`config.mk`:
```
export PLATFORM = sky130hd
export DESIGN_NAME = rpn_stack_calculator
export DESIGN_NICKNAME = d
export VERILOG_FILES = /design/src/design/rsc_pkg.sv /design/src/design/rpn_stack_calculator.sv /design/src/design/rsc_ram.sv /design/src/design/rsc_front.sv /design/src/design/rsc_div.sv /design/src/design/rsc_back.sv
export SDC_FILE = /design/constraint.sdc
export NUM_CORES = 2
export LEC_CHECK = 0
export BUFFER_PORTS_ARGS = -buffer_cell sky130_fd_sc_hd__buf_2
export CAP_MARGIN = 25
export CORE_MARGIN = 10
export CORE_UTILIZATION = 70
export CTS_BUF_LIST = sky130_fd_sc_hd__clkbuf_4
export DETAILED_ROUTE_END_ITERATION = 10
export PLACE_DENSITY = 0.87
export SLEW_MARGIN = 20
export SYNTH_ARGS = -nofsm -noshare
export SYNTH_HDL_FRONTEND = slang
export SYNTH_SLANG_ARGS = --single-unit
```
`constraint.sdc`:
```
create_clock -name i_clk -period 15.8 [get_ports i_clk]
set_clock_uncertainty 0.2 [all_clocks]
set_input_delay 0.79 -clock i_clk [delete_from_list [all_inputs] [get_ports i_clk]]
set_output_delay 0.79 -clock i_clk [all_outputs]
set_load 0.01 [all_outputs]
```
`src/design/rsc_pkg.sv`:
```
// Shared types, codes and sizes for the RPN stack calculator.
`timescale 1ns / 1ps
`default_nettype none

package rsc_pkg;

    localparam int STACK_DEPTH = 64;
    localparam int DATA_W      = 32;
    localparam int DEPTH_W     = 7;
    localparam int CNT_W       = $clog2(STACK_DEPTH + 1);
    localparam int ADDR_W      = $clog2(STACK_DEPTH);
    localparam int DIV_STEP_W  = $clog2(DATA_W);

    // command queue between front and back; depth must be a power of two
    localparam int CMDQ_DEPTH  = 2;
    localparam int CMDQ_PTR_W  = $clog2(CMDQ_DEPTH);
    localparam int CMDQ_CNT_W  = $clog2(CMDQ_DEPTH + 1);

    localparam logic [1:0] KIND_PUSH   = 2'd0;
    localparam logic [1:0] KIND_APPLY  = 2'd1;
    localparam logic [1:0] KIND_REDUCE = 2'd2;

    localparam logic [2:0] OP_ADD  = 3'd0;
    localparam logic [2:0] OP_SUB  = 3'd1;
    localparam logic [2:0] OP_MUL  = 3'd2;
    localparam logic [2:0] OP_DIV  = 3'd3;
    localparam logic [2:0] OP_COPY = 3'd4;

    localparam logic [1:0] ST_OK      = 2'd0;
    localparam logic [1:0] ST_UNDER   = 2'd1;
    localparam logic [1:0] ST_OVER    = 2'd2;
    localparam logic [1:0] ST_DIVZERO = 2'd3;

    typedef struct packed {
        logic [1:0]               kind;
        logic signed [DATA_W-1:0] operand_value;
        logic [2:0]               op;
    } t_in_item;

    typedef struct packed {
        logic [1:0]               status;
        logic signed [DATA_W-1:0] top_value;
        logic [DEPTH_W-1:0]       depth;
    } t_out_item;

    typedef enum logic [1:0] {
        CMD_PUSH,
        CMD_APPLY,
        CMD_REDUCE,
        CMD_NOP
    } t_cmd_class;

    typedef struct packed {
        t_cmd_class        cls;
        logic [2:0]        op;
        logic [DATA_W-1:0] value;
    } t_cmd;

    typedef enum logic [2:0] {
        XS_IDLE,
        XS_READ,
        XS_CALC,
        XS_DIVW,
        XS_COPY,
        XS_TOP_RD,
        XS_TOP_LD
    } t_xstate;

endpackage

`default_nettype wire

```
`src/design/rpn_stack_calculator.sv`:
```
// Top level of the RPN stack calculator: front end, back end and their wiring.
`timescale 1ns / 1ps
`default_nettype none

// Integer RPN stack machine with a 64-entry stack of signed 32-bit values. Each item
// pushes a value, applies one operator to the top two entries, or folds the whole
// stack with one operator, and yields exactly one result: status, new top (zero when
// empty) and depth. Errors refuse the item and leave the stack as it was. A two-item
// command queue decouples the input from the execution unit. The back end takes its
// next command only once the result register is free or being popped, so while a
// result waits at most two more items are accepted before full rises. Divide uses the
// shared divider, one quotient bit per cycle, unless the divisor is zero; a copy that
// pushes nothing refetches the new top unless it leaves the stack empty; a fold steps
// down one entry at a time, a zero divisor ending it at the step that meets it. The
// stack RAM has one write port and one registered read port; reading one entry per
// step sets the pace of the fold, and copy writes one entry per cycle.
module rpn_stack_calculator import rsc_pkg::*; (
    input  wire logic      i_clk,
    input  wire logic      i_rst_n,
    input  wire logic      push,
    output logic           full,
    input  wire t_in_item  i_item,
    output logic           empty,
    input  wire logic      pop,
    output t_out_item      o_result
);

    logic cmd_valid;
    t_cmd cmd;
    logic cmd_take;

    rsc_front u_front (
        .i_clk       (i_clk),
        .i_rst_n     (i_rst_n),
        .push        (push),
        .full        (full),
        .i_item      (i_item),
        .o_cmd_valid (cmd_valid),
        .o_cmd       (cmd),
        .i_take      (cmd_take)
    );

    rsc_back u_back (
        .i_clk       (i_clk),
        .i_rst_n     (i_rst_n),
        .i_cmd_valid (cmd_valid),
        .i_cmd       (cmd),
        .o_take      (cmd_take),
        .empty       (empty),
        .pop         (pop),
        .o_result    (o_result)
    );

endmodule

`default_nettype wire

```
`src/design/rsc_ram.sv`:
```
// Generic single-write, single-read RAM with registered read data.
`timescale 1ns / 1ps
`default_nettype none

module rsc_ram #(
    parameter int WIDTH = 32,
    parameter int DEPTH = 64
) (
    input  wire logic                     i_clk,
    input  wire logic                     i_we,
    input  wire logic [$clog2(DEPTH)-1:0] i_waddr,
    input  wire logic [WIDTH-1:0]         i_wdata,
    input  wire logic [$clog2(DEPTH)-1:0] i_raddr,
    output logic      [WIDTH-1:0]         o_rdata
);

    logic [WIDTH-1:0] r_mem [DEPTH];

    always_ff @(posedge i_clk) begin
        if (i_we) begin
            r_mem[i_waddr] <= i_wdata;
        end
        o_rdata <= r_mem[i_raddr];
    end

endmodule

`default_nettype wire

```
`src/design/rsc_front.sv`:
```
// Front end: takes items, classifies them and queues commands for the back end.
`timescale 1ns / 1ps
`default_nettype none

module rsc_front import rsc_pkg::*; (
    input  wire logic     i_clk,
    input  wire logic     i_rst_n,
    input  wire logic     push,
    output logic          full,
    input  wire t_in_item i_item,
    output logic          o_cmd_valid,
    output t_cmd          o_cmd,
    input  wire logic     i_take
);

    t_cmd                  r_q [CMDQ_DEPTH];
    logic [CMDQ_PTR_W-1:0] r_wp, n_wp, r_rp, n_rp;
    logic [CMDQ_CNT_W-1:0] r_cnt, n_cnt;
    t_cmd                  v_cmd;
    logic                  push_ok;

    assign full        = (r_cnt == CMDQ_CNT_W'(CMDQ_DEPTH));
    assign push_ok     = push && !full;
    assign o_cmd_valid = (r_cnt != '0);
    assign o_cmd       = r_q[r_rp];

    // ops that mean nothing for their kind become no-ops here
    always_comb begin
        v_cmd.op    = i_item.op;
        v_cmd.value = i_item.operand_value;
        case (i_item.kind)
            KIND_PUSH:   v_cmd.cls = CMD_PUSH;
            KIND_APPLY:  v_cmd.cls = (i_item.op <= OP_COPY) ? CMD_APPLY : CMD_NOP;
            KIND_REDUCE: v_cmd.cls = (i_item.op < OP_COPY) ? CMD_REDUCE : CMD_NOP;
            default:     v_cmd.cls = CMD_NOP;
        endcase
    end

    always_comb begin
        n_wp  = push_ok ? r_wp + CMDQ_PTR_W'(1) : r_wp;
        n_rp  = i_take ? r_rp + CMDQ_PTR_W'(1) : r_rp;
        n_cnt = r_cnt;
        if (push_ok && !i_take) begin
            n_cnt = r_cnt + CMDQ_CNT_W'(1);
        end else if (!push_ok && i_take) begin
            n_cnt = r_cnt - CMDQ_CNT_W'(1);
        end
    end

    always_ff @(posedge i_clk) begin
        if (!i_rst_n) begin
            r_wp  <= '0;
            r_rp  <= '0;
            r_cnt <= '0;
        end else begin
            r_wp  <= n_wp;
            r_rp  <= n_rp;
            r_cnt <= n_cnt;
        end
    end

    always_ff @(posedge i_clk) begin
        if (push_ok) begin
            r_q[r_wp] <= v_cmd;
        end
    end

endmodule

`default_nettype wire

```
`src/design/rsc_div.sv`:
```
// Signed restoring divider, one quotient bit per cycle, truncating toward zero.
`timescale 1ns / 1ps
`default_nettype none

module rsc_div import rsc_pkg::*; (
    input  wire logic              i_clk,
    input  wire logic              i_rst_n,
    input  wire logic              i_start,
    input  wire logic [DATA_W-1:0] i_dividend,
    input  wire logic [DATA_W-1:0] i_divisor,
    output logic                   o_done,
    output logic      [DATA_W-1:0] o_quot
);

    logic                  r_busy, n_busy, r_done, n_done, r_neg, n_neg;
    logic [DIV_STEP_W-1:0] r_step, n_step;
    logic [DATA_W-1:0]     r_rem, n_rem, r_q, n_q, r_dvs, n_dvs;
    logic [DATA_W:0]       v_trial;

    assign o_done = r_done;
    assign o_quot = r_neg ? (~r_q + DATA_W'(1)) : r_q;

    assign v_trial = {r_rem, r_q[DATA_W-1]} - {1'b0, r_dvs};

    always_comb begin
        n_busy = r_busy;
        n_done = 1'b0;
        n_neg  = r_neg;
        n_step = r_step;
        n_rem  = r_rem;
        n_q    = r_q;
        n_dvs  = r_dvs;
        if (i_start) begin
            n_busy = 1'b1;
            n_step = '0;
            n_rem  = '0;
            // magnitude of the most negative value still fits as unsigned
            n_q    = i_dividend[DATA_W-1] ? (~i_dividend + DATA_W'(1)) : i_dividend;
            n_dvs  = i_divisor[DATA_W-1] ? (~i_divisor + DATA_W'(1)) : i_divisor;
            n_neg  = i_dividend[DATA_W-1] ^ i_divisor[DATA_W-1];
        end else if (r_busy) begin
            if (!v_trial[DATA_W]) begin
                n_rem = v_trial[DATA_W-1:0];
                n_q   = {r_q[DATA_W-2:0], 1'b1};
            end else begin
                n_rem = {r_rem[DATA_W-2:0], r_q[DATA_W-1]};
                n_q   = {r_q[DATA_W-2:0], 1'b0};
            end
            n_step = r_step + DIV_STEP_W'(1);
            if (r_step == DIV_STEP_W'(DATA_W - 1)) begin
                n_busy = 1'b0;
                n_done = 1'b1;
            end
        end
    end

    always_ff @(posedge i_clk) begin
        if (!i_rst_n) begin
            r_busy <= 1'b0;
            r_done <= 1'b0;
        end else begin
            r_busy <= n_busy;
            r_done <= n_done;
        end
    end

    always_ff @(posedge i_clk) begin
        r_neg  <= n_neg;
        r_step <= n_step;
        r_rem  <= n_rem;
        r_q    <= n_q;
        r_dvs  <= n_dvs;
    end

endmodule

`default_nettype wire

```
`src/design/rsc_back.sv`:
```
// Back end: stack store, sequencer for push/apply/copy/reduce, result register.
`timescale 1ns / 1ps
`default_nettype none

module rsc_back import rsc_pkg::*; (
    input  wire logic      i_clk,
    input  wire logic      i_rst_n,
    input  wire logic      i_cmd_valid,
    input  wire t_cmd      i_cmd,
    output logic           o_take,
    output logic           empty,
    input  wire logic      pop,
    output t_out_item      o_result
);

    t_xstate           r_state, n_state;
    logic [CNT_W-1:0]  r_cnt, n_cnt, r_wa, n_wa, r_k, n_k;
    logic [DATA_W-1:0] r_top, n_top, r_acc, n_acc;
    logic [ADDR_W-1:0] r_ra, n_ra;
    logic [2:0]        r_op, n_op;
    logic              r_single, n_single;
    logic              r_res_valid, n_res_valid;
    t_out_item         r_res, n_res;

    logic              ram_we;
    logic [ADDR_W-1:0] ram_waddr, ram_raddr;
    logic [DATA_W-1:0] ram_wdata, ram_rdata;

    logic              div_start, div_done;
    logic [DATA_W-1:0] div_quot;

    logic              res_free, res_load;
    logic [CNT_W-1:0]  v_base, v_n;
    logic [CNT_W:0]    v_sum;
    logic              v_big, v_step;
    logic [DATA_W-1:0] v_res;

    function automatic t_out_item mk_res(input logic [1:0] st, input logic [CNT_W-1:0] cnt,
                                         input logic [DATA_W-1:0] top);
        t_out_item r;
        r.status    = st;
        r.top_value = (cnt == '0) ? '0 : top;
        r.depth     = DEPTH_W'(cnt);
        return r;
    endfunction

    rsc_ram #(
        .WIDTH (DATA_W),
        .DEPTH (STACK_DEPTH)
    ) u_stack (
        .i_clk   (i_clk),
        .i_we    (ram_we),
        .i_waddr (ram_waddr),
        .i_wdata (ram_wdata),
        .i_raddr (ram_raddr),
        .o_rdata (ram_rdata)
    );

    rsc_div u_div (
        .i_clk      (i_clk),
        .i_rst_n    (i_rst_n),
        .i_start    (div_start),
        .i_dividend (ram_rdata),
        .i_divisor  (r_acc),
        .o_done     (div_done),
        .o_quot     (div_quot)
    );

    assign empty    = !r_res_valid;
    assign o_result = r_res;
    assign res_free = !r_res_valid || pop;

    // copy bookkeeping, from the cached top as count
    assign v_base = r_cnt - CNT_W'(2);
    assign v_big  = !r_top[DATA_W-1] && (|r_top[DATA_W-2:CNT_W]);
    assign v_n    = r_top[DATA_W-1] ? '0 : r_top[CNT_W-1:0];
    assign v_sum  = {1'b0, v_base} + {1'b0, v_n};

    always_comb begin
        n_state     = r_state;
        n_cnt       = r_cnt;
        n_top       = r_top;
        n_acc       = r_acc;
        n_ra        = r_ra;
        n_wa        = r_wa;
        n_k         = r_k;
        n_op        = r_op;
        n_single    = r_single;
        n_res       = r_res;
        res_load    = 1'b0;
        ram_we      = 1'b0;
        ram_waddr   = r_ra;
        ram_wdata   = r_acc;
        ram_raddr   = r_ra;
        div_start   = 1'b0;
        o_take      = 1'b0;
        v_step      = 1'b0;
        v_res       = r_acc;

        case (r_state)
            XS_IDLE: begin
                if (i_cmd_valid && res_free) begin
                    o_take = 1'b1;
                    n_op   = i_cmd.op;
                    case (i_cmd.cls)
                        CMD_PUSH: begin
                            res_load = 1'b1;
                            if (r_cnt == CNT_W'(STACK_DEPTH)) begin
                                n_res = mk_res(ST_OVER, r_cnt, r_top);
                            end else begin
                                ram_we    = 1'b1;
                                ram_waddr = r_cnt[ADDR_W-1:0];
                                ram_wdata = i_cmd.value;
                                n_cnt     = r_cnt + CNT_W'(1);
                                n_top     = i_cmd.value;
                                n_res     = mk_res(ST_OK, r_cnt + CNT_W'(1), i_cmd.value);
                            end
                        end
                        CMD_APPLY: begin
                            if (r_cnt < CNT_W'(2)) begin
                                res_load = 1'b1;
                                n_res    = mk_res(ST_UNDER, r_cnt, r_top);
                            end else if (i_cmd.op == OP_COPY) begin
                                if (v_big || v_sum > (CNT_W + 1)'(STACK_DEPTH)) begin
                                    res_load = 1'b1;
                                    n_res    = mk_res(ST_OVER, r_cnt, r_top);
                                end else if (v_n == '0) begin
                                    // both popped, nothing pushed: refetch the new top
                                    n_cnt = v_base;
                                    if (v_base == '0) begin
                                        res_load = 1'b1;
                                        n_res    = mk_res(ST_OK, v_base, r_top);
                                    end else begin
                                        n_ra    = ADDR_W'(v_base - CNT_W'(1));
                                        n_state = XS_TOP_RD;
                                    end
                                end else begin
                                    n_ra    = ADDR_W'(v_base);
                                    n_wa    = v_base;
                                    n_k     = v_n;
                                    n_state = XS_READ;
                                end
                            end else begin
                                n_acc    = r_top;
                                n_ra     = ADDR_W'(v_base);
                                n_single = 1'b1;
                                n_state  = XS_READ;
                            end
                        end
                        CMD_REDUCE: begin
                            if (r_cnt == '0) begin
                                res_load = 1'b1;
                                n_res    = mk_res(ST_UNDER, r_cnt, r_top);
                            end else if (r_cnt == CNT_W'(1)) begin
                                res_load = 1'b1;
                                n_res    = mk_res(ST_OK, r_cnt, r_top);
                            end else begin
                                n_acc    = r_top;
                                n_ra     = ADDR_W'(v_base);
                                n_single = 1'b0;
                                n_state  = XS_READ;
                            end
                        end
                        default: begin
                            res_load = 1'b1;
                            n_res    = mk_res(ST_OK, r_cnt, r_top);
                        end
                    endcase
                end
            end
            XS_READ: begin
                n_state = XS_CALC;
            end
            XS_CALC: begin
                // ram_rdata is the left operand, r_acc the right one
                case (r_op)
                    OP_ADD: begin
                        v_res  = ram_rdata + r_acc;
                        v_step = 1'b1;
                    end
                    OP_SUB: begin
                        v_res  = ram_rdata - r_acc;
                        v_step = 1'b1;
                    end
                    OP_MUL: begin
                        v_res  = ram_rdata * r_acc;
                        v_step = 1'b1;
                    end
                    OP_DIV: begin
                        if (r_acc == '0) begin
                            // refused as a whole: nothing was written yet
                            res_load = 1'b1;
                            n_res    = mk_res(ST_DIVZERO, r_cnt, r_top);
                            n_state  = XS_IDLE;
                        end else begin
                            div_start = 1'b1;
                            n_state   = XS_DIVW;
                        end
                    end
                    OP_COPY: begin
                        n_acc   = ram_rdata;
                        n_state = XS_COPY;
                    end
                    default: begin
                        res_load = 1'b1;
                        n_res    = mk_res(ST_OK, r_cnt, r_top);
                        n_state  = XS_IDLE;
                    end
                endcase
            end
            XS_DIVW: begin
                if (div_done) begin
                    v_res  = div_quot;
                    v_step = 1'b1;
                end
            end
            XS_COPY: begin
                ram_we    = 1'b1;
                ram_waddr = r_wa[ADDR_W-1:0];
                ram_wdata = r_acc;
                n_wa      = r_wa + CNT_W'(1);
                n_k       = r_k - CNT_W'(1);
                if (r_k == CNT_W'(1)) begin
                    n_cnt    = r_wa + CNT_W'(1);
                    n_top    = r_acc;
                    res_load = 1'b1;
                    n_res    = mk_res(ST_OK, r_wa + CNT_W'(1), r_acc);
                    n_state  = XS_IDLE;
                end
            end
            XS_TOP_RD: begin
                n_state = XS_TOP_LD;
            end
            XS_TOP_LD: begin
                n_top    = ram_rdata;
                res_load = 1'b1;
                n_res    = mk_res(ST_OK, r_cnt, ram_rdata);
                n_state  = XS_IDLE;
            end
            default: begin
                n_state = XS_IDLE;
            end
        endcase

        // one step done: finish a single apply or at the bottom entry, else fetch the next one
        if (v_step) begin
            if (r_single || r_ra == '0) begin
                ram_we    = 1'b1;
                ram_waddr = r_ra;
                ram_wdata = v_res;
                n_cnt     = CNT_W'(r_ra) + CNT_W'(1);
                n_top     = v_res;
                res_load  = 1'b1;
                n_res     = mk_res(ST_OK, CNT_W'(r_ra) + CNT_W'(1), v_res);
                n_state   = XS_IDLE;
            end else begin
                n_acc   = v_res;
                n_ra    = r_ra - ADDR_W'(1);
                n_state = XS_READ;
            end
        end

        n_res_valid = res_load || (r_res_valid && !pop);
    end

    always_ff @(posedge i_clk) begin
        if (!i_rst_n) begin
            r_state     <= XS_IDLE;
            r_cnt       <= '0;
            r_res_valid <= 1'b0;
        end else begin
            r_state     <= n_state;
            r_cnt       <= n_cnt;
            r_res_valid <= n_res_valid;
        end
    end

    always_ff @(posedge i_clk) begin
        r_top    <= n_top;
        r_acc    <= n_acc;
        r_ra     <= n_ra;
        r_wa     <= n_wa;
        r_k      <= n_k;
        r_op     <= n_op;
        r_single <= n_single;
        r_res    <= n_res;
    end

    a_cnt_bound: assert property (@(posedge i_clk) disable iff (!i_rst_n)
        r_cnt <= CNT_W'(STACK_DEPTH))
        else $error("stack count beyond capacity");

    a_res_slot: assert property (@(posedge i_clk) disable iff (!i_rst_n)
        res_load |-> (!r_res_valid || pop))
        else $error("result written over an unread one");

    a_div_nonzero: assert property (@(posedge i_clk) disable iff (!i_rst_n)
        div_start |-> (r_acc != '0))
        else $error("divider started with zero divisor");

    a_copy_len: assert property (@(posedge i_clk) disable iff (!i_rst_n)
        (r_state == XS_COPY) |-> (r_k != '0))
        else $error("copy loop with no entries left");

    a_take_idle: assert property (@(posedge i_clk) disable iff (!i_rst_n)
        o_take |=> (r_state != XS_IDLE) || $past(res_load))
        else $error("command taken without result or work");

endmodule

`default_nettype wire

```
==> impl_results.md, run 1 <==
- Synth cell types: 93
- Die X: 433 um
- Row cnt: 151
- Synth Register Bits: 2,403
- Mapped Area: 0.119 mm2
- Syn avg cell area: 15.1 um2
- Main synth FF type: edfxtp_1
- Initial Utilization: 70.5%
- Status: did not finish
- Gate Count Post-Synth: 7,882
- Syn Nets: 8,552
- Vert. Die Dim: 433 um
- Fail Step: detailed placement (3_5_place_dp)
- Async SR Flop Fraction: 0%
- Detailed Place HPWL: 272,000 um
- Stop err: [ERROR DPL-0033] detailed placement checks failed during check placement.
- Seq/Total Area, Yosys: 58.8%
- Global placer's final weighted congestion: 1.02
- I/O Pins: 84
- PortBufs: 83
- Number of flops mapped to enable cells by yosys: 2,205
- Synth warn: 0
stage by stage:
stage | instance area, um2 | setup WS [ps] | hold slack [ps]
2_1_floorplan | 119000 | 5380 | 253
3_3_place_gp | 123000 | 6820 | 274
Yosys cell counts (13+ instances only):
| cell | instances | area [um2] |
|---|---|---|
| a211oi_1 | 31 | 233 |
| mux2i_1 | 84 | 841 |
| a21o_1 | 37 | 278 |
| and3_1 | 20 | 125 |
| o21ai_1 | 14 | 70.1 |
| dfxtp_1 | 198 | 3960 |
| or3_1 | 21 | 131 |
| nand3_1 | 49 | 245 |
| a211o_1 | 14 | 123 |
| o21ai_0 | 314 | 1570 |
| a221oi_1 | 60 | 526 |
| o22ai_1 | 26 | 163 |
| o211ai_1 | 25 | 188 |
| clkbuf_1 | 430 | 1610 |
| and2_1 | 330 | 2060 |
| mux2_2 | 22 | 248 |
| o221ai_1 | 14 | 123 |
| nor4_1 | 15 | 93.8 |
| mux4_2 | 672 | 15100 |
| nor2b_1 | 25 | 156 |
| inv_1 | 461 | 1730 |
| buf_1 | 84 | 315 |
| fa_1 | 411 | 8230 |
| nand4_1 | 29 | 181 |
| nand2b_1 | 43 | 269 |
| o21a_1 | 29 | 218 |
| a21oi_1 | 290 | 1450 |
| o21bai_1 | 13 | 97.6 |
| a22o_1 | 42 | 368 |
| xor2_1 | 139 | 1220 |
| nand2_1 | 591 | 2220 |
| a221o_1 | 54 | 541 |
| a31oi_1 | 52 | 325 |
| xnor2_1 | 140 | 1230 |
| nor3_1 | 47 | 235 |
| edfxtp_1 | 2205 | 66200 |
| a222oi_1 | 52 | 521 |
| nor2_1 | 305 | 1140 |
| a2111oi_0 | 14 | 123 |
| ha_1 | 218 | 2730 |
| or4_1 | 23 | 173 |
| o31ai_1 | 41 | 308 |
| a22oi_1 | 35 | 263 |
kinds of logic after synthesis:
| group | count (synthesis) | synth area share (%) |
|---|---|---|
| flops | 2403 | 58.8 |
| simple gates | 1545 | 6.22 |
| compound gates | 1255 | 7.06 |
| buf+inv | 993 | 3.15 |
| mux | 778 | 13.6 |
| fa+ha+maj | 629 | 9.18 |
| xor+xnor | 279 | 2.05 |
==> inputs of run 2 (changes only) <==
- CORE_UTILIZATION: 70 -> 40
- CTS_BUF_LIST: sky130_fd_sc_hd__clkbuf_4 -> not set
- PLACE_DENSITY: 0.87 -> not set
- PLACE_DENSITY_LB_ADDON: not set -> 0.15
==> impl_results.md, run 2 <==
- Initial DRT Pass Iterations: 9
- Largest net degree at the start of global routing: 102
- Core area: 0.297 mm2
- Root Buffer: clkbuf_16
- Post-CTS sizing: 0
- DR vias/cell: 6.01
- I/O Pins: 84
- Crit path kind: register to register
- Largest cells by area after synthesis: edfxtp_1, mux4_2, fa_1
- Total CTS buffers: 268
- Setup_tns: 0 ps
- Slowest cell delay on critical path: 1000 ps
- Top-count cell post-synth: edfxtp_1
- Status: finished clean
- Vias in the first global route: 74,722
- Worst Reg-to-Reg Cells: 26
- RR Endpoint: u_back.u_stack.r_mem[36][31]
- First-pass GRT wire length: 545,000 um
- Initial antenna violation count: 12
- Data required, critical path: 16,120 ps
- Main synth FF type: edfxtp_1
- Detailed Place HPWL: 230,000 um
- Nature of the critical path startpoint: register
- Yosys top cell by area: edfxtp_1
- Critical Path Most Common Cell: fa_1
- Worst-Margin Slew: 1170 ps
- Clock Sinks: 2,403
- Reg with most FFs: u_back.u_stack.r_mem
- Max rail drop VDD: 0.000292 V
- CTS Hold Bufs: 39
- CP top delay family: adder cells
- Post-layout min period: 9240 ps
- Initial Utilization: 40.2%
- Drt drc: 0
- CP arrival: 9560 ps
- Post-Route WL: 378,000 um
- Die X: 566 um
- Vert. Die Dim: 566 um
- Leakage: 46.4 nW
- Synth Register Bits: 2,403
- Gate Count Post-Synth: 7,882
- Crit-path slowest cell: dfxtp_2
- Max FO, Critical Path: 64
- Synth warn: 0
- Hold Crit Start: push
- Worst Hold End: u_front.r_wp
- Worst R2R Start: u_back.u_stack.o_rdata[9]
- Syn Nets: 8,552
- GRT overflow: 0
- Clk slew on worst S/H paths: 60 ps
- Setup Viol. Count Final: 0
- Slew margin rel.: 21.3%
- Mapped Area: 0.119 mm2
- Max reg flops: 2,048
- Final #Nets: 8,687
- Commonest cells after routing, fill and taps aside: edfxtp_1, mux4_2, nand2_1
- Final Total Pwr: 30.9 mW
- CTS max path bufs: 4
- Top cells by count, synth: edfxtp_1, mux4_2, nand2_1
- Flop2flop setup slack: 6560 ps
- Final cycle utilization of the critical path: 58.5%
- Clk_lat worst skew: 920 ps
- Crit. End Element: register
- Row cnt: 200
- Number of flops mapped to enable cells by yosys: 2,205
- Synth cell types: 93
- Number of buffers added for setup after CTS: 0
- DIE AREA: 0.321 mm2
- Area Overhead vs Synth: 12.9%
- GR Util All Layers: 22.9%
- HP Class: input port to register
- Max Slew Vio Count: 0
- PortBufs: 83
- Worst Path Buf+Inv: 6
- Share of the synthesized area in the top cell type: 55.5%
- First DRT Iteration DRCs: 7,783
- Seq/Total Area, Yosys: 58.8%
- Unrepaired setup endpoints after global routing: no
- H-Tree Depth: 5
- Layout cell share with drive strength beyond 1: 19.4%
- Syn avg cell area: 15.1 um2
- Max-Cap Viols: 0
- Pwr dens: 229 mW/mm2
- Fmax: 108 MHz
- Fin. Hold Viols: 0
- Hold path cells: 4
- Most common cell after layout, fill and taps aside: edfxtp_1
- Global placer's final weighted congestion: 0.961
- TritonCTS clock tree: yes
- Async SR Flop Fraction: 0%
- Via count: 73,183
- DR WL/cell: 31.1 um
- Routed Antenna Nets: 0
run 2: cell counts after synthesis:
Identical to the previous run, type by type.
run 2: logic make-up (layout without fill, tap and decap cells):
kind of cell / Yosys count / count (layout) / share of synthesized area (%)
fa+ha+maj: 629 / 629 / 9.18
compound gates: 1255 / 1255 / 7.06
simple gates: 1545 / 1545 / 6.22
mux: 778 / 778 / 13.6
buf+inv: 993 / 1341 / 3.15
other cells: 0 / 3 / 0
xor+xnor: 279 / 279 / 2.05
flops: 2403 / 2403 / 58.8
run 2: report_power, final:
part	internal (mW)	switching, mW
logic	5.88	10.3
registers	8.11	0.529
clock network	3.48	2.64
run 2: worst max-delay path by stage:
stage,startpoint,to,slack [ps],depth (start not counted)
after floorplan,u_back.r_acc[5],u_back.u_stack.r_mem[0][31],5380,25
after global placement,u_back.r_acc[6],u_back.u_stack.r_mem[46][28],6710,23
after detailed placement,u_back.r_acc[6],u_back.u_stack.r_mem[58][28],6640,23
after CTS,u_back.u_stack.o_rdata[9],u_back.u_stack.r_mem[35][28],6500,25
after global routing,u_back.u_stack.o_rdata[9],u_back.u_stack.r_mem[41][31],6310,26
final,u_back.u_stack.o_rdata[9],u_back.u_stack.r_mem[36][31],6560,26
run 2: final cells by class:
cell class                      instances  area, um2
Sequential cell                      2403      70200
Multi-Input combinational cell       4486      46400
Clock inverter                        142       1470
Inverter                              466       1760
Tap cell                             3939       4930
Timing Repair Buffer                  392       2950
Clock buffer                          341       7110
Fill cell                           25953     162000
Antenna cell                            3       7.51
run 2: worst min-delay path: stages:
cell and delay (ps):
buf_2 80, nand2_1 110, xor2_1 150, nor2_1 50
run 2: per-stage QoR:
step           instance area [um2]  hold slack [ps]  utilization [%]  instances  setup slack [ps]
2_1_floorplan               119000              253                -       7882              5380
3_3_place_gp                126000              279             42.3      11642              6710
3_5_place_dp                126000              287             42.4      11645              6640
4_1_cts                     135000             83.9             45.4      12167              6500
5_1_grt                     135000              152             45.4      12170              6310
6_report                    135000              104             45.4      12172              6560
run 2: metal layers:
metal,GRT usage [%],wire [um],vias to the layer above
li1,-,-,30361
met1,30.5,152000,38806
met2,38.1,183000,3202
met3,3.30,25400,814
met4,9.19,17800,0
met5,0,0,-
(Power assumes the default switching activity.)
